[src/rtl/psc_pkg.sv]
// Package for the prime and super-prime classifier.
// Holds the sequencer state type, fixed widths and the small-prime lookup.
// No dependencies.
package psc_pkg;

   // Sequencer states, one-hot
   typedef enum logic [4:0] {
      S_IDLE  = 5'b00001,
      S_COUNT = 5'b00010,
      S_DSUM  = 5'b00100,
      S_TRIAL = 5'b01000,
      S_DONE  = 5'b10000
   } state_type;

   // Digit sum of a 64-bit value stays below 256, bit count below 128
   localparam int DSUM_W = 8;
   localparam int BCNT_W = 7;

   // Field widths of the result beat
   localparam int DIGIT_SUM_W = 7;
   localparam int ONE_COUNT_W = 6;

   // Divisors used by the sequencer
   localparam int DIGIT_BASE = 10;
   localparam int FIRST_DIV  = 3;
   localparam int SECOND_DIV = 5;

   // Primality of a small value (digit sum or bit count)
   function automatic logic is_small_prime(input logic [DSUM_W-1:0] v);
      logic res;
      res = 1'b0;
      case (v)
         8'd2, 8'd3, 8'd5, 8'd7, 8'd11, 8'd13, 8'd17, 8'd19, 8'd23, 8'd29,
         8'd31, 8'd37, 8'd41, 8'd43, 8'd47, 8'd53, 8'd59, 8'd61, 8'd67,
         8'd71, 8'd73, 8'd79, 8'd83, 8'd89, 8'd97, 8'd101, 8'd103, 8'd107,
         8'd109, 8'd113, 8'd127, 8'd131, 8'd137, 8'd139, 8'd149, 8'd151,
         8'd157, 8'd163, 8'd167, 8'd173, 8'd179, 8'd181, 8'd191, 8'd193,
         8'd197, 8'd199, 8'd211, 8'd223, 8'd227, 8'd229, 8'd233, 8'd239,
         8'd241, 8'd251: res = 1'b1;
         default:        res = 1'b0;
      endcase
      return res;
   endfunction

endpackage

[src/rtl/prime_and_super_prime_classifier_core.sv]
// Prime and super-prime classifier: top level.
// One shared restoring divider under a small sequencer; uses psc_pkg.
//
//  channel  | direction | handshake              | payload
//  req_     | in        | req_valid / req_ready  | req_value
//  rsp_     | out       | rsp_valid / rsp_ready  | seven classification fields
//
// Steps per beat: idle takes the beat, count tallies the one bits one by one, then one
// division per decimal digit (at least one digit) for the digit sum, then one division
// per trial divisor (3, 5, 7, 11, 13, ...) up to the square root for odd values above 3;
// done then moves the result into the output register.
// Reset is synchronous and empties the sequencer and the output register; req_ready is
// high only when idle, and the sequencer stalls in done while an earlier result still
// waits on rsp_ for rsp_ready.
module prime_and_super_prime_classifier_core #(
   parameter int VALUE_BITS = 32
) (
   input  logic                                 clock,
   input  logic                                 reset,
   input  logic                                 req_valid,
   output logic                                 req_ready,
   input  logic [VALUE_BITS-1:0]                req_value,
   output logic                                 rsp_valid,
   input  logic                                 rsp_ready,
   output logic                                 rsp_value_is_prime,
   output logic [psc_pkg::DIGIT_SUM_W-1:0]      rsp_digit_sum,
   output logic                                 rsp_digit_sum_is_prime,
   output logic [psc_pkg::ONE_COUNT_W-1:0]      rsp_one_bit_count,
   output logic                                 rsp_bit_count_is_prime,
   output logic                                 rsp_super_prime,
   output logic                                 rsp_super_b_prime
);
   import psc_pkg::*;

   localparam int CNT_W = $clog2(VALUE_BITS);
   localparam logic [CNT_W-1:0] LAST_CNT = CNT_W'(VALUE_BITS - 1);
   localparam logic [VALUE_BITS-1:0] DEN_BASE   = VALUE_BITS'(DIGIT_BASE);
   localparam logic [VALUE_BITS-1:0] DEN_FIRST  = VALUE_BITS'(FIRST_DIV);
   localparam logic [VALUE_BITS-1:0] DEN_SECOND = VALUE_BITS'(SECOND_DIV);

   state_type               state_ff, state_in;
   logic [VALUE_BITS-1:0]   num_ff, num_in;
   logic [VALUE_BITS-1:0]   shift_ff, shift_in;
   logic [BCNT_W-1:0]       bits_ff, bits_in;
   logic [VALUE_BITS-1:0]   dvd_ff, dvd_in;
   logic [VALUE_BITS-1:0]   rem_ff, rem_in;
   logic [VALUE_BITS-1:0]   den_ff, den_in;
   logic [CNT_W-1:0]        cnt_ff, cnt_in;
   logic                    step4_ff, step4_in;
   logic [DSUM_W-1:0]       ds_ff, ds_in;
   logic                    vp_ff, vp_in;

   // Output register
   logic                    rsp_valid_ff, rsp_valid_in;
   logic                    out_vp_ff, out_vp_in;
   logic [DSUM_W-1:0]       out_ds_ff, out_ds_in;
   logic [BCNT_W-1:0]       out_bits_ff, out_bits_in;
   logic                    res_load;

   // Shared divider step: one quotient bit per cycle
   logic [VALUE_BITS:0]     rem_sh;
   logic                    div_ge;
   logic [VALUE_BITS:0]     rem_nx;
   logic [VALUE_BITS-1:0]   rem_w;
   logic [VALUE_BITS-1:0]   dvd_nx;
   logic                    div_last;
   logic                    dsp, bcp;

   assign rem_sh   = {rem_ff, dvd_ff[VALUE_BITS-1]};
   assign div_ge   = rem_sh >= {1'b0, den_ff};
   assign rem_nx   = div_ge ? (rem_sh - {1'b0, den_ff}) : rem_sh;
   assign rem_w    = rem_nx[VALUE_BITS-1:0];
   assign dvd_nx   = {dvd_ff[VALUE_BITS-2:0], div_ge};
   assign div_last = (cnt_ff == LAST_CNT);

   // Move a finished result out once the output register is free
   assign res_load = (state_ff == S_DONE) && (!rsp_valid_ff || rsp_ready);

   // Sequencer
   always_comb begin
      state_in = state_ff;
      num_in   = num_ff;
      shift_in = shift_ff;
      bits_in  = bits_ff;
      dvd_in   = dvd_ff;
      rem_in   = rem_ff;
      den_in   = den_ff;
      cnt_in   = cnt_ff;
      step4_in = step4_ff;
      ds_in    = ds_ff;
      vp_in    = vp_ff;
      unique case (state_ff)
         S_IDLE: begin
            if (req_valid) begin
               num_in   = req_value;
               shift_in = req_value;
               bits_in  = '0;
               cnt_in   = '0;
               state_in = S_COUNT;
            end
         end
         S_COUNT: begin
            // count one bits, one per cycle
            bits_in  = bits_ff + BCNT_W'(shift_ff[0]);
            shift_in = shift_ff >> 1;
            cnt_in   = cnt_ff + CNT_W'(1);
            if (div_last) begin
               dvd_in   = num_ff;
               rem_in   = '0;
               den_in   = DEN_BASE;
               cnt_in   = '0;
               ds_in    = '0;
               state_in = S_DSUM;
            end
         end
         S_DSUM: begin
            // peel one decimal digit per division
            dvd_in = dvd_nx;
            rem_in = rem_w;
            cnt_in = cnt_ff + CNT_W'(1);
            if (div_last) begin
               ds_in  = ds_ff + DSUM_W'(rem_w[3:0]);
               rem_in = '0;
               cnt_in = '0;
               if (dvd_nx == '0) begin
                  // start the primality test of the value
                  if (num_ff < VALUE_BITS'(2)) begin
                     vp_in    = 1'b0;
                     state_in = S_DONE;
                  end else if (num_ff == VALUE_BITS'(2) || num_ff == VALUE_BITS'(3)) begin
                     vp_in    = 1'b1;
                     state_in = S_DONE;
                  end else if (!num_ff[0]) begin
                     vp_in    = 1'b0;
                     state_in = S_DONE;
                  end else begin
                     dvd_in   = num_ff;
                     den_in   = DEN_FIRST;
                     step4_in = 1'b0;
                     state_in = S_TRIAL;
                  end
               end
            end
         end
         S_TRIAL: begin
            // divide by the current trial divisor
            dvd_in = dvd_nx;
            rem_in = rem_w;
            cnt_in = cnt_ff + CNT_W'(1);
            if (div_last) begin
               rem_in = '0;
               cnt_in = '0;
               dvd_in = num_ff;
               if (den_ff > dvd_nx) begin
                  vp_in    = 1'b1;
                  state_in = S_DONE;
               end else if (rem_w == '0) begin
                  vp_in    = 1'b0;
                  state_in = S_DONE;
               end else if (den_ff == DEN_FIRST) begin
                  den_in   = DEN_SECOND;
                  step4_in = 1'b0;
               end else begin
                  // advance along 6k-1 / 6k+1
                  den_in   = den_ff + (step4_ff ? VALUE_BITS'(4) : VALUE_BITS'(2));
                  step4_in = !step4_ff;
               end
            end
         end
         S_DONE: begin
            if (res_load) begin
               state_in = S_IDLE;
            end
         end
         default: begin
            state_in = S_IDLE;
         end
      endcase
   end

   // Output register: drop a taken beat, load a finished result
   always_comb begin
      rsp_valid_in = rsp_valid_ff;
      out_vp_in    = out_vp_ff;
      out_ds_in    = out_ds_ff;
      out_bits_in  = out_bits_ff;
      if (rsp_valid_ff && rsp_ready) begin
         rsp_valid_in = 1'b0;
      end
      if (res_load) begin
         rsp_valid_in = 1'b1;
         out_vp_in    = vp_ff;
         out_ds_in    = ds_ff;
         out_bits_in  = bits_ff;
      end
   end

   // Control state
   always_ff @(posedge clock) begin
      if (reset) begin
         state_ff     <= S_IDLE;
         rsp_valid_ff <= 1'b0;
      end else begin
         state_ff     <= state_in;
         rsp_valid_ff <= rsp_valid_in;
      end
   end

   // Datapath registers
   always_ff @(posedge clock) begin
      num_ff      <= num_in;
      shift_ff    <= shift_in;
      bits_ff     <= bits_in;
      dvd_ff      <= dvd_in;
      rem_ff      <= rem_in;
      den_ff      <= den_in;
      cnt_ff      <= cnt_in;
      step4_ff    <= step4_in;
      ds_ff       <= ds_in;
      vp_ff       <= vp_in;
      out_vp_ff   <= out_vp_in;
      out_ds_ff   <= out_ds_in;
      out_bits_ff <= out_bits_in;
   end

   // Result beat
   assign dsp = is_small_prime(out_ds_ff);
   assign bcp = is_small_prime(DSUM_W'(out_bits_ff));

   assign req_ready              = (state_ff == S_IDLE);
   assign rsp_valid              = rsp_valid_ff;
   assign rsp_value_is_prime     = out_vp_ff;
   assign rsp_digit_sum          = (out_ds_ff > DSUM_W'(127)) ? DIGIT_SUM_W'(127)
                                                              : out_ds_ff[DIGIT_SUM_W-1:0];
   assign rsp_digit_sum_is_prime = dsp;
   assign rsp_one_bit_count      = (out_bits_ff > BCNT_W'(63)) ? ONE_COUNT_W'(63)
                                                               : out_bits_ff[ONE_COUNT_W-1:0];
   assign rsp_bit_count_is_prime = bcp;
   assign rsp_super_prime        = out_vp_ff & dsp;
   assign rsp_super_b_prime      = out_vp_ff & dsp & bcp;

endmodule
[config.mk]
export PLATFORM = sky130hd
export DESIGN_NAME = prime_and_super_prime_classifier_core
export DESIGN_NICKNAME = d
export VERILOG_FILES = /design/src/rtl/psc_pkg.sv /design/src/rtl/prime_and_super_prime_classifier_core.sv
export SDC_FILE = /design/constraint.sdc
export NUM_CORES = 1
export LEC_CHECK = 0
export BUFFER_PORTS_ARGS = -buffer_cell sky130_fd_sc_hd__buf_2
export CAP_MARGIN = 30
export CORE_MARGIN = 3
export CORE_UTILIZATION = 50
export CTS_BUF_LIST = sky130_fd_sc_hd__clkbuf_16
export DETAILED_ROUTE_END_ITERATION = 8
export GPL_TIMING_DRIVEN = 0
export PLACE_DENSITY_LB_ADDON = 0.08
export SLEW_MARGIN = 25
export SYNTH_ARGS = -nofsm -noshare
export SYNTH_HDL_FRONTEND = slang
export SYNTH_SLANG_ARGS = --single-unit
[constraint.sdc]
create_clock -name clock -period 9.6 [get_ports clock]
set_input_delay 0 -clock clock [delete_from_list [all_inputs] [get_ports clock]]
set_output_delay 0 -clock clock [all_outputs]
set_load 0.03 [all_outputs]
Word level (Yosys, flattened, before mapping):

Memory sizes are Yosys's and may differ from the RTL's. A register that Yosys moved wholly into a read port is not among the register bits.
Index checks and enable logic that the tools add are counted.

* add/subtract/negate cells: 5
* order comparisons: 5
* eq/ne operators: 22
* mux-type cells: 71
* bitwise operators: 2
* reduce and logical (&&, ||, !) cells: 27

Operator list (number)
* $mux W32: 21
* $pmux W32 S3: 2
* $pmux W32 S2: 2
* $eq A32 B2 Y1 const B: 3
* $mux W5: 13
* $logic_not A32 Y1: 2
* $ge A33 B32 Y1: 1
* $add A32 B3 Y32: 1
* $gt A32 B32 Y1: 1
* $lt A32 B2 Y1 const B: 1
* $sub A32 B32 Y32: 1
* $pmux W5 S5: 1
* $mux W8: 3
* $ne A2 B2 Y1 const B: 11
* $mux W7: 3
* $mux W1: 19
* $pmux W8 S2: 1
* $pmux W7 S2: 1
* $reduce_bool A2 Y1: 6
* $eq A5 B5 Y1 const B: 2
* $pmux W5 S2: 1
* $reduce_and A10 Y1: 1
* $reduce_and A2 Y1: 5
* $reduce_and A9 Y1: 1
* other kinds (24): 29

* register bits after elaboration: 204
* memory bits (read-only): 384
* input bits: 36
* output and inout bits: 20
* logic and storage cells: 149
* memories: 2

Memory list
* (no name shown): words 256, bits a word 1, read ports 1, clocked after memory_dff 1, wr ports 0, RTL line psc_pkg.sv:32 `case (v)`
* (no name shown): words 128, bits a word 1, read ports 1, clocked after memory_dff 1, wr ports 0, RTL line psc_pkg.sv:32

Logic depth before layout (Yosys ltp):

Gate-level depths: netlist of the first run.

* word-level depth: 7
* gate-level depth with buffers: 24
* gate-level depth less buffers: 20

Least setup slack after synthesis of the first run:

Ideal clock, no wire load.

* path kind: reg-to-reg
* from: register den_ff[21]
* to: register den_ff[10], enable pin
* setup time: 0.430 ns
* data arrival time: 5.992 ns
* required time: 9.170 ns
* setup slack: 3.178 ns
* cell stages (with the launch flop): 24
* buffers on the path: 4
* period minus slack after synthesis: 6.422 ns
* cells stage by stage: edfxtp_1 > inv_1 > ha_1 > buf_2 > nand4_1 > or3_1 > nor3_1 > o21ai_2 > and2_1 > buf_2 > inv_1 > clkbuf_1 > buf_1 > ha_1 > nor2b_1 > o21a_1 > o21ai_0 > a211oi_1 > a211o_1 > a221oi_1 > nor3_1 > a21o_1 > or3_1 > a21oi_1

* cells in the longest elaborated chain, start to end: 5
* elaborated cells on any way between the ends: 10
* classes of those cells: add/sub: 1; order compare: 2; eq/ne: 3; mux: 1; reduce/logical: 3

RTL lines
* start, declared: RTL line prime_and_super_prime_classifier_core.sv:47 `logic [VALUE_BITS-1:0] den_ff, den_in;`
* start signal, assigned: RTL line prime_and_super_prime_classifier_core.sv:216 `den_ff <= den_in;`
* parallel branches: the longest is 4 deep, another holds $ge A33 B32 Y1
* $reduce_and A10 Y1 (no source line) (*)

Every way passes the cells marked *.
A chain may end at the register's enable or synchronous reset.

Worst setup path in the final report of the first run:

* from: register den_ff[24]
* to: register den_ff[28], enable pin

Same word-level chain as after synthesis.

==> summary.md, run 1 <==
| Metric | Value |
|---|---|
| Detailed Route WL | `34600 um` |
| Synthesis-to-finish area growth | `15.4%` |
| Placed instance count | `1764` |
| Routability cong. | `0.935` |
| Total number of vias | `10700` |
| Asr flop ratio synth | `0` |
| Post-CTS Setup Inserts | `0` |
| Leak | `6.08 nW` |
| Placement row count | `58` |
| Core area | `0.0253 mm2` |
| Initial Util | `0.511` |
| Total congestion overflow | `0` |
| Outcome | `finished, final reports clean` |
| Worst EP arrival | `7.83 ns` |
| CTS tree | `built` |
| Clock Tree Buf Depth | `3` |
| Detailed placer's ending HPWL | `26400 um` |
| WP data required | `9.82 ns` |
| Starting DRT DRC Count | `831` |
| First-pass GRT wire length | `55400 um` |
| Ratio of cells with drive above 1 in the final layout | `0.0925` |
| MaxCap Viol Count | `0` |
| CTS H-tree depth | `1` |
| Syn_area_per_cell | `9.41 um2` |
| Die Area | `0.0279 mm2` |
| Synth top area share | `0.459` |
| Post-synthesis cell area | `0.0129 mm2` |
| Die Ht | `167 um` |
| Critical path class | `reg -> reg` |
| Pwr Density | `145 mW/mm2` |
| Final hold vios | `0` |
| Die Wd | `167 um` |
| Final worst-path cycle share | `0.793` |
| Via density per instance | `5.82` |
| Main synth FF type | `edfxtp_1` |
| Top fanout value on the critical path | `16` |
| Fillers | `2229` |
| Yosys cell types | `71` |
| Rel. slew slack | `0.410` |
| Clk_skew | `0.0116 ns` |
| Crit end category | `flip-flop` |
| Synthesized flop and latch total | `206` |
| VDD IR max | `0.000169 V` |
| Sequential area share after synthesis | `0.472` |
| CTS Root Cell | `clkbuf_16` |
| DRC Markers | `0` |
| Syn. warnings | `0` |
| Detailed Routing Iterations Pass 1 | `5` |
| Setup TNS | `0 ns` |
| Final ANT Viol Nets | `0` |
| Hold WC Path Type | `in -> reg` |
| Commonest non-fill, non-tap cell in the layout | `nand2_1` |
| Global Route Usage Sum | `0.245` |
| Initial antenna violation count | `0` |
| Peak Freq | `0.131 GHz` |
| Vias in the first global route | `10400` |
| Num Clock Sinks | `206` |
| Tmin final | `7.61 ns` |
| Final #Nets | `1608` |
| Clk_lat worst skew | `0.52 ns` |
| EDFF count, synth | `198` |
| WL per Instance | `18.8 um` |
| IO Port Bufs | `54` |
| Clock Pin Slew Worst Setup and Hold Paths | `0.06 ns` |
| Setup crit start kind | `flip-flop` |
| N_diodes | `0` |
| RSZ-0062 raised after global routing | `no` |
| Boundary pin count | `56` |
| Most frequent cells in the layout | `nand2_1 (238), edfxtp_1 (198), nor2_1 (113)` |
| Largest net degree at the start of global routing | `34` |
| Power consumption | `2.16 mW` |
| Num CTS Buffers | `24` |
| Synth Instances | `1376` |
| Post-synth top area cell | `edfxtp_1` |
| Top post-synthesis cells by area | `edfxtp_1 (46%), ha_1 (7.2%), nand2_1 (6.9%)` |
| Worst-Margin Slew | `0.883 ns` |
| Fin. max-slew vios | `0` |
| Final setup viols | `0` |
| Non-Filler Instances | `1843` |
| Syn nets | `1489` |
==> sequential cells by signal, indices dropped and copies added, names as in the netlist <==
signal / cells
out_ds_ff: 8
shift_ff: 32
step4_ff: 1
rsp_value_is_prime: 1
rsp_valid: 1
den_ff: 32
vp_ff: 1
cnt_ff: 5
num_ff: 32
bits_ff: 7
rem_ff: 32
rsp_bit_count_is_prime: 1
state_ff: 5
rsp_digit_sum_is_prime: 1
ds_ff: 8
out_bits_ff: 7
dvd_ff: 32
==> synth_stat cells (all sizes together), types with 4 or more instances <==
master,count
a31oi,7
nor4,32
o211ai,9
nand4,35
buf,11
xnor2,52
and3,12
and2,15
or4,4
nand3b,9
a211o,7
mux2,4
mux2i,14
or3,13
a21o,17
edfxtp,198
o21ai,87
a21oi,89
nor2b,8
nor3b,4
o31ai,4
o22ai,4
nor2,115
o21a,10
a211oi,13
inv,84
nand2,239
clkbuf,37
dfxtp,8
ha,74
nor3,32
or2,16
xor2,19
nand3,38
nand2b,9
==> worst paths after layout <==
path              slack (ns)  depth (start not counted)                      endpoint                  from
setup / recovery        1.99                         24          den_ff[28]$_DFFE_PP_  den_ff[24]$_DFFE_PP_
hold / removal          0.20                          2          num_ff[26]$_DFFE_PP_         req_value[26]
setup reg to reg        1.99                         24          den_ff[28]$_DFFE_PP_  den_ff[24]$_DFFE_PP_
hold reg to reg         0.47                          0  rsp_value_is_prime$_DFFE_PP_       vp_ff$_DFFE_PP_
==> routing by layer <==
layer | wire [um] | vias up | track usage
met1 | 15700 | 5129 | 0.344
met5 | 0 | - | 0
met2 | 15900 | 319 | 0.402
met4 | 694 | 0 | 0.0534
met3 | 2250 | 53 | 0.0401
li1 | - | 5230 | -
==> logic make-up after synthesis <==
kind of cell,after synthesis,share of synthesized area
and+or+nand+nor,587,0.211
xor gates and xnor gates,71,0.0480
AOI/OAI and AO/OA,285,0.139
adders and majority gates,77,0.0762
buffers and inverters,132,0.0396
DFF,206,0.472
muxes,18,0.0143
==> final cells by class <==
| cell class | count | area (um2) | area share |
|---|---|---|---|
| sequential | 206 | 6110 | 0.409 |
| clock buffer | 25 | 626 | 0.0419 |
| inverter | 84 | 315 | 0.0211 |
| clock inverter | 19 | 199 | 0.0133 |
| multi-input combinational | 1038 | 6360 | 0.426 |
| tap | 330 | 413 | 0.0277 |
| buffer | 48 | 198 | 0.0132 |
| timing repair buffer | 93 | 716 | 0.0479 |
==> through the flow <==
stage	worst slack, ns	util	hold WS (ns)	area, um2
global placement	0.635	0.538	0.196	13600
CTS	2.24	0.590	0.191	14900
finish	1.99	0.590	0.205	14900
detailed placement	2.28	0.543	0.197	13800
floorplan	3.18	-	0.0989	12900
global route	1.66	0.590	0.199	14900
==> worst max-delay path, stage by stage (launching register included) <==
cell      delay (ns)
edfxtp_1        0.49
inv_1           0.14
ha_1            0.36
nand2_1         0.24
nor4_1          0.77
nand4_1         0.25
a21oi_1         0.24
nor2_1          0.18
and2_1          0.18
buf_2           0.17
inv_1           0.19
clkbuf_1        0.53
buf_1           0.56
ha_1            0.27
nor2b_1         0.05
o21a_1          0.15
o21ai_0         0.16
a211oi_1        0.11
a211o_1         0.28
a221oi_1        0.49
nor3_1          0.14
a21o_1          0.20
or3_1           0.37
a21oi_4         0.55
buf_16          0.23
==> power by group <==
part / leakage, nW / internal [mW] / total [mW] / switching (mW)
registers: 1.84 / 1.04 / 1.06 / 0.0247
clock network: 0.428 / 0.580 / 0.948 / 0.369
logic: 3.82 / 0.0568 / 0.149 / 0.0926
total: 6.08 / 1.67 / 2.16 / 0.486
==> repair_timing <==
item | in CTS | in global routing
gates resized for setup | 0 | 0
hold buffers | 35 | 0
hold endpoints to repair | 69 | 0
No activity file was read; power rests on OpenSTA's default activity.
==> run 2, diff against run 1 <==
ABC_AREA = 1   (was unset)
clock period = 7.06 ns   (was 9.6 ns; I/O delays follow)
==> run 2 against run 1 <==
Power grew 78%. Setup slack gained 0.53 ns. Via count grew 21%. Sequential cell count is the same. Die area grew 11%. Sequential power grew 62%. Register-to-register slack gained 0.53 ns. Synthesized cell count grew 39%. Clock skew grew 0.016 ns. Final cell count grew 31%. Critical endpoint is now den_ff[30]$_DFFE_PP_.
==> summary.md, run 2 <==
| Metric | Value |
|---|---|
| Crit end category | `flip-flop` |
| CTS tree | `built` |
| Most frequent cells in the layout | `nand2_1 (585), inv_1 (268), edfxtp_1 (198)` |
| Sequential area share after synthesis | `0.424` |
| Num Clock Sinks | `206` |
| Detailed Routing Iterations Pass 1 | `7` |
| Top post-synthesis cells by area | `edfxtp_1 (41%), nand2_1 (15%), inv_1 (7.0%)` |
| N_diodes | `0` |
| Boundary pin count | `56` |
| Final worst-path cycle share | `0.644` |
| WP data required | `7.20 ns` |
| Detailed placer's ending HPWL | `31400 um` |
| RSZ-0062 raised after global routing | `no` |
| IO Port Bufs | `55` |
| Die Ht | `176 um` |
| Setup crit start kind | `flip-flop` |
| Num CTS Buffers | `23` |
| CTS H-tree depth | `1` |
| Synthesized flop and latch total | `206` |
| Vias in the first global route | `12200` |
| Most frequent cells after synthesis | `nand2_1 (588), inv_1 (268), edfxtp_1 (198)` |
| Die Wd | `176 um` |
| Die Area | `0.0308 mm2` |
| Syn nets | `2022` |
| Syn_area_per_cell | `7.54 um2` |
| Synth Instances | `1909` |
| Total congestion overflow | `0` |
| Design Area, Final | `0.0162 mm2` |
| Post-synth top area cell | `edfxtp_1` |
| Detailed Route WL | `40200 um` |
| Ratio of cells with drive above 1 in the final layout | `0.0753` |
| Hold WC Path Type | `in -> reg` |
| Final #Nets | `2141` |
| WL per Instance | `16.6 um` |
| DRC Markers | `0` |
| Fin. max-slew vios | `0` |
| Clk_skew | `0.0275 ns` |
| Initial antenna violation count | `0` |
| Final hold vios | `0` |
| Fillers | `2674` |
| Flop-to-flop setup slack | `2.51 ns` |
| Pwr Density | `236 mW/mm2` |
| Critical path class | `reg -> reg` |
| Peak Freq | `0.220 GHz` |
| Final setup viols | `0` |
| Final ANT Viol Nets | `0` |
| MaxCap Viol Count | `0` |
| Initial Util | `0.512` |
| Largest net degree at the start of global routing | `34` |
| Total number of vias | `13000` |
| Routability cong. | `0.964` |
| DP Area | `0.0152 mm2` |
| Clk_lat worst skew | `0.53 ns` |
| Post-synthesis cell area | `0.0144 mm2` |
| Outcome | `finished, final reports clean` |
| First-pass GRT wire length | `63900 um` |
| Rel. slew slack | `0.459` |
| Main synth FF type | `edfxtp_1` |
| EDFF count, synth | `198` |
| Commonest non-fill, non-tap cell in the layout | `nand2_1` |
| Synth top area share | `0.413` |
| Clock Tree Buf Depth | `3` |
| Global Route Usage Sum | `0.257` |
| Cell with the most instances after synthesis | `nand2_1` |
| Core area | `0.0281 mm2` |
| Synthesis-to-finish area growth | `12.8%` |
| Syn. warnings | `0` |
| Tmin final | `4.55 ns` |
| Worst-Margin Slew | `0.804 ns` |
| Placement row count | `61` |
| CTS Root Cell | `clkbuf_16` |
| Asr flop ratio synth | `0` |
| VDD IR max | `0.000252 V` |
| Setup TNS | `0 ns` |
| Via density per instance | `5.38` |
| Clock Pin Slew Worst Setup and Hold Paths | `0.06 ns` |
| Yosys cell types | `50` |
| Post-CTS Resized | `0` |
| Top fanout value on the critical path | `31` |
| Leak | `7.35 nW` |
| Starting DRT DRC Count | `998` |
| Worst EP arrival | `4.68 ns` |
run 2: cell types whose count changed in the layout (fill, tap and decap cells not counted), sizes merged, moves of 14 or more:
cell	before	now
nand3	38	78
inv	90	282
nor2	115	174
a21o	17	0
nand3b	9	37
xnor2	52	15
a21oi	89	125
o21ai	87	122
nand2	239	592
mux2i	14	0
run 2: worst paths after layout:
| kind | to | start | cells past startpoint |
|---|---|---|---|
| max | den_ff[30]$_DFFE_PP_ | den_ff[18]$_DFFE_PP_ | 27 |
| min | num_ff[30]$_DFFE_PP_ | req_value[30] | 2 |
| max reg2reg | den_ff[30]$_DFFE_PP_ | den_ff[18]$_DFFE_PP_ | 27 |
| min reg2reg | rsp_value_is_prime$_DFFE_PP_ | vp_ff$_DFFE_PP_ | 0 |
run 2: power by group:
| part | internal [mW] | switching (mW) |
|---|---|---|
| clock | 0.595 | 0.494 |
| sequential | 1.60 | 0.116 |
| combinational | 0.329 | 0.699 |
run 2: routing by layer:
| layer | GRT usage | routed length [um] | vias to the layer above | share of wire |
|---|---|---|---|---|
| li1 | - | - | 6559 | - |
| met1 | 0.345 | 17900 | 6008 | 0.44 |
| met2 | 0.448 | 19300 | 404 | 0.48 |
| met3 | 0.0240 | 2070 | 65 | 0.051 |
| met4 | 0.0696 | 931 | 0 | 0.023 |
| met5 | 0 | 0 | - | 0 |
run 2: cell families after synthesis:
family                   count (synthesis)  synth area share
AND/OR/NAND/NOR                       1000             0.304
adder cells (fa/ha/maj)                 77            0.0685
flip-flops                             206             0.424
XOR/XNOR                                23            0.0140
buffers and inverters                  331            0.0903
AO/OA/AOI/OAI                          272            0.0992
run 2: stage by stage:
stage / total power [mW] / util / std cells / worst slack (ns) / hold WS (ns)
final: 3.83 / 0.578 / 2422 / 2.51 / 0.194
after global routing: 4.05 / 0.578 / 2422 / 2.06 / 0.204
after CTS: 3.85 / 0.577 / 2420 / 2.52 / 0.170
after detailed placement: 2.74 / 0.541 / 2344 / 2.53 / 0.194
after global placement: 2.71 / 0.539 / 2342 / 2.12 / 0.196
after floorplan: 2.42 / - / 1909 / 3.11 / 0.0691
run 2: timing repair:
action                    CTS  global route
hold endpoints to repair   70             0
hold buffers               35             0
setup buffers               0             0
run 2: area by class of cell:
cell class              instances  area [um2]  share of cell area
clock inverters                18         100             0.00617
multi-input cells            1372        7000               0.431
plain buffers                  48         238              0.0146
repair buffers                 94         678              0.0418
inverters                     283        1060              0.0655
well taps                     378         473              0.0291
clock buffers                  23         576              0.0355
flip-flops and latches        206        6110               0.376
run 2: critical path: stages, from the launching register on:
cell and delay [ns]:
edfxtp_1 0.49, inv_1 0.20, ha_1 0.43, nand2_1 0.14
nor2_1 0.17, inv_2 0.08, nor2_4 0.09, inv_2 0.05
nor3_2 0.12, nand2_2 0.12, nand2_4 0.09, buf_8 0.14
buf_8 0.16, ha_1 0.15, inv_1 0.04, a21oi_1 0.13
o21ai_0 0.10, nand3_1 0.08, nand2_1 0.05, nand3_1 0.06
a21oi_1 0.06, o21ai_0 0.15, nand2_1 0.10, nand3_1 0.10
o21ai_0 0.08, inv_1 0.12, nand4_1 0.11, inv_2 0.53
==> run 3, diff against run 2 <==
ABC_AREA = 0   (was 1)
clock period = 4.4 ns   (was 7.06 ns; I/O delays follow)
==> run 3 against run 2 <==
The run now ends with negative setup slack left. Utilization up 4.8 points. Maximum frequency fell by 7.4%. Clock power rose by 88%. Setup slack got worse by 3.0 ns. Final cell count shrank 22%. First-iteration DRC count fell by 6.2%. Critical endpoint is now den_ff[14]$_DFFE_PP_.
==> summary.md, run 3 (synthesis results as in run 1) <==
| Metric | Value |
|---|---|
| Worst-Margin Slew | `0.915 ns` |
| Clk_skew | `0.0226 ns` |
| Setup TNS | `-15.86 ns` |
| GRT Max-Usage Layer | `met2` |
| Worst path max stage delay | `0.46 ns` |
| Ratio of cells with drive above 1 in the final layout | `0.164` |
| DP Area | `0.0138 mm2` |
| N_diodes | `0` |
| IO Port Bufs | `54` |
| Hold Path End | `num_ff[31]$_DFFE_PP_` |
| Placement row count | `58` |
| Commonest non-fill, non-tap cell in the layout | `nand2_1` |
| Design internal power | `3.66 mW` |
| Top fanout value on the critical path | `6` |
| Crit path launch | `rem_ff[6]$_SDFFCE_PP0P_` |
| MaxCap Viol Count | `0` |
| Largest net degree at the start of global routing | `34` |
| Clock Pin Slew Worst Setup and Hold Paths | `0.06 ns` |
| Final worst-path cycle share | `1.12` |
| Gate power share | `0.075` |
| Violated checks | `negative setup slack` |
| Starting DRT DRC Count | `936` |
| WP data required | `4.63 ns` |
| Via density per instance | `5.83` |
| M3 GR Usage | `0.0425` |
| VDD IR max | `0.000335 V` |
| PnR worst setup slack | `-0.511 ns` |
| Detailed Route WL | `36500 um` |
| CTS tree | `built` |
| RSZ-0062 raised after global routing | `yes` |
| Rel. slew slack | `0.389` |
| Leak | `6.43 nW` |
| Clock power share | `0.435` |
| CP top delay family | `compound AO/OA/AOI/OAI gates` |
| Pwr Density | `298 mW/mm2` |
| GR Layer Usage met2 | `0.413` |
| Final hold vios | `0` |
| CTS H-tree depth | `1` |
| Num CTS Buffers | `24` |
| Initial antenna violation count | `1` |
| Die Ht | `167 um` |
| Tmin final | `4.91 ns` |
| Clock Tree Buf Depth | `3` |
| Vias in the first global route | `10700` |
| Setup crit start kind | `flip-flop` |
| RR Endpoint | `den_ff[14]$_DFFE_PP_` |
| Crit path cell chain | `ha_4 > nand4b_1 > nor4_4 > nand4_1 > a21oi_2 > nor2_4 > and2_4 > inv_8 > clkbuf_16 > buf_12 > ha_4 > nor2b_1 > o21a_1 > o21ai_2 > a211oi_2 > a211o_1 > a221oi_4 > nor3_2 > a21o_1 > or3_4 > a21oi_4 > buf_12 > buf_16` |
| Fillers | `2141` |
| Flop-to-flop setup slack | `-0.51 ns` |
| FF-to-FF Start | `rem_ff[6]$_SDFFCE_PP0P_` |
| Die Area | `0.0279 mm2` |
| CTS Root Cell | `clkbuf_16` |
| Clk_lat worst skew | `0.52 ns` |
| Hold Crit Start | `req_value[31]` |
| Critical path's slowest cell | `edfxtp_1` |
| Core area | `0.0253 mm2` |
| Outcome | `finished, violations left` |
| Initial Util | `0.511` |
| Crit end category | `flip-flop` |
| Power share of the sequential group | `0.490` |
| Num Clock Sinks | `206` |
| Global Route Usage Sum | `0.254` |
| Final #Nets | `1665` |
| Hold WC Path Type | `in -> reg` |
| Detailed Routing Iterations Pass 1 | `5` |
| Final setup viols | `32` |
| Total number of vias | `11100` |
| Sw Pwr | `1.06 mW` |
| Reg2reg path depth | `23` |
| Met1 Usage GRT | `0.360` |
| Total congestion overflow | `0` |
| Routability cong. | `0.919` |
| Worst EP arrival | `5.14 ns` |
| Most frequent cells in the layout | `nand2_1 (234), edfxtp_1 (198), nor2_1 (111)` |
| Fin. max-slew vios | `0` |
| Die Wd | `167 um` |
| Detailed placer's ending HPWL | `26500 um` |
| DRC Markers | `0` |
| WHS Path Cells | `2` |
| Switch share | `0.225` |
| Critical path class | `reg -> reg` |
| Synthesis-to-finish area growth | `22.4%` |
| Boundary pin count | `56` |
| Final ANT Viol Nets | `0` |
| CP Buf/Inv Count | `5` |
| Design Area, Final | `0.0158 mm2` |
| First-pass GRT wire length | `57300 um` |
| Peak Freq | `0.204 GHz` |
| WL per Instance | `19.2 um` |
| Power consumption | `4.72 mW` |
==> run 3: cell types whose count changed in the layout (fill, tap and decap cells not counted), sizes merged, moves of 36 or more <==
cell / delta
nand3: -40
xnor2: +37
nand2: -353
a21oi: -36
nor2: -59
buf: +53
inv: -192
==> run 3: layout make-up <==
class | instances | area, um2 | area share
multi-input cells | 1038 | 6750 | 0.426
flip-flops and latches | 206 | 6110 | 0.385
repair buffers | 153 | 1210 | 0.0766
clock buffers | 25 | 626 | 0.0395
well taps | 330 | 413 | 0.0261
inverters | 84 | 323 | 0.0204
plain buffers | 45 | 235 | 0.0148
clock inverters | 19 | 186 | 0.0118
==> run 3: layer usage <==
metal	share of wire	up-vias
li1	-	5339
met1	0.46	5331
met2	0.46	340
met3	0.062	63
met4	0.022	0
met5	0	-
==> run 3: repair_timing <==
action | in CTS | in global routing
gates cloned | 2 | 0
setup buffers | 48 | 12
hold buffers | 36 | 0
pin swaps | 15 | 21
endpoints found under the setup margin | 48 | 41
hold endpoints to repair | 68 | 0
gates resized for setup | 50 | 26
==> run 3: power by group through the flow <==
stage | Sequential (mW) | Clock (mW) | Combinational (mW)
after floorplan | 2.33 | 0 | 0.201
after global placement | 2.35 | 0 | 0.283
after detailed placement | 2.35 | 0 | 0.303
after CTS | 2.31 | 2.09 | 0.344
after global routing | 2.32 | 2.18 | 0.392
final | 2.31 | 2.05 | 0.352
==> run 3: through the flow <==
step                setup slack [ns]  hold WS, ns   util  std cells
floorplan                     -0.343       0.0989      -       1376
global placement               -1.95        0.196  0.542       1760
detailed placement             -1.68        0.199  0.547       1764
CTS                           -0.539        0.184  0.620       1893
global route                  -0.644        0.200  0.626       1900
finish                        -0.511        0.207  0.626       1900
==> run 3: worst max-delay path by stage <==
stage                      endpoint  slack (ns)  depth (start not counted)
6_report       den_ff[14]$_DFFE_PP_       -0.51                         23
5_1_grt        den_ff[14]$_DFFE_PP_       -0.64                         23
4_1_cts        den_ff[22]$_DFFE_PP_       -0.54                         26
3_5_place_dp   den_ff[27]$_DFFE_PP_       -1.68                         24
3_3_place_gp   den_ff[27]$_DFFE_PP_       -1.95                         23
2_1_floorplan  den_ff[10]$_DFFE_PP_       -0.34                         23
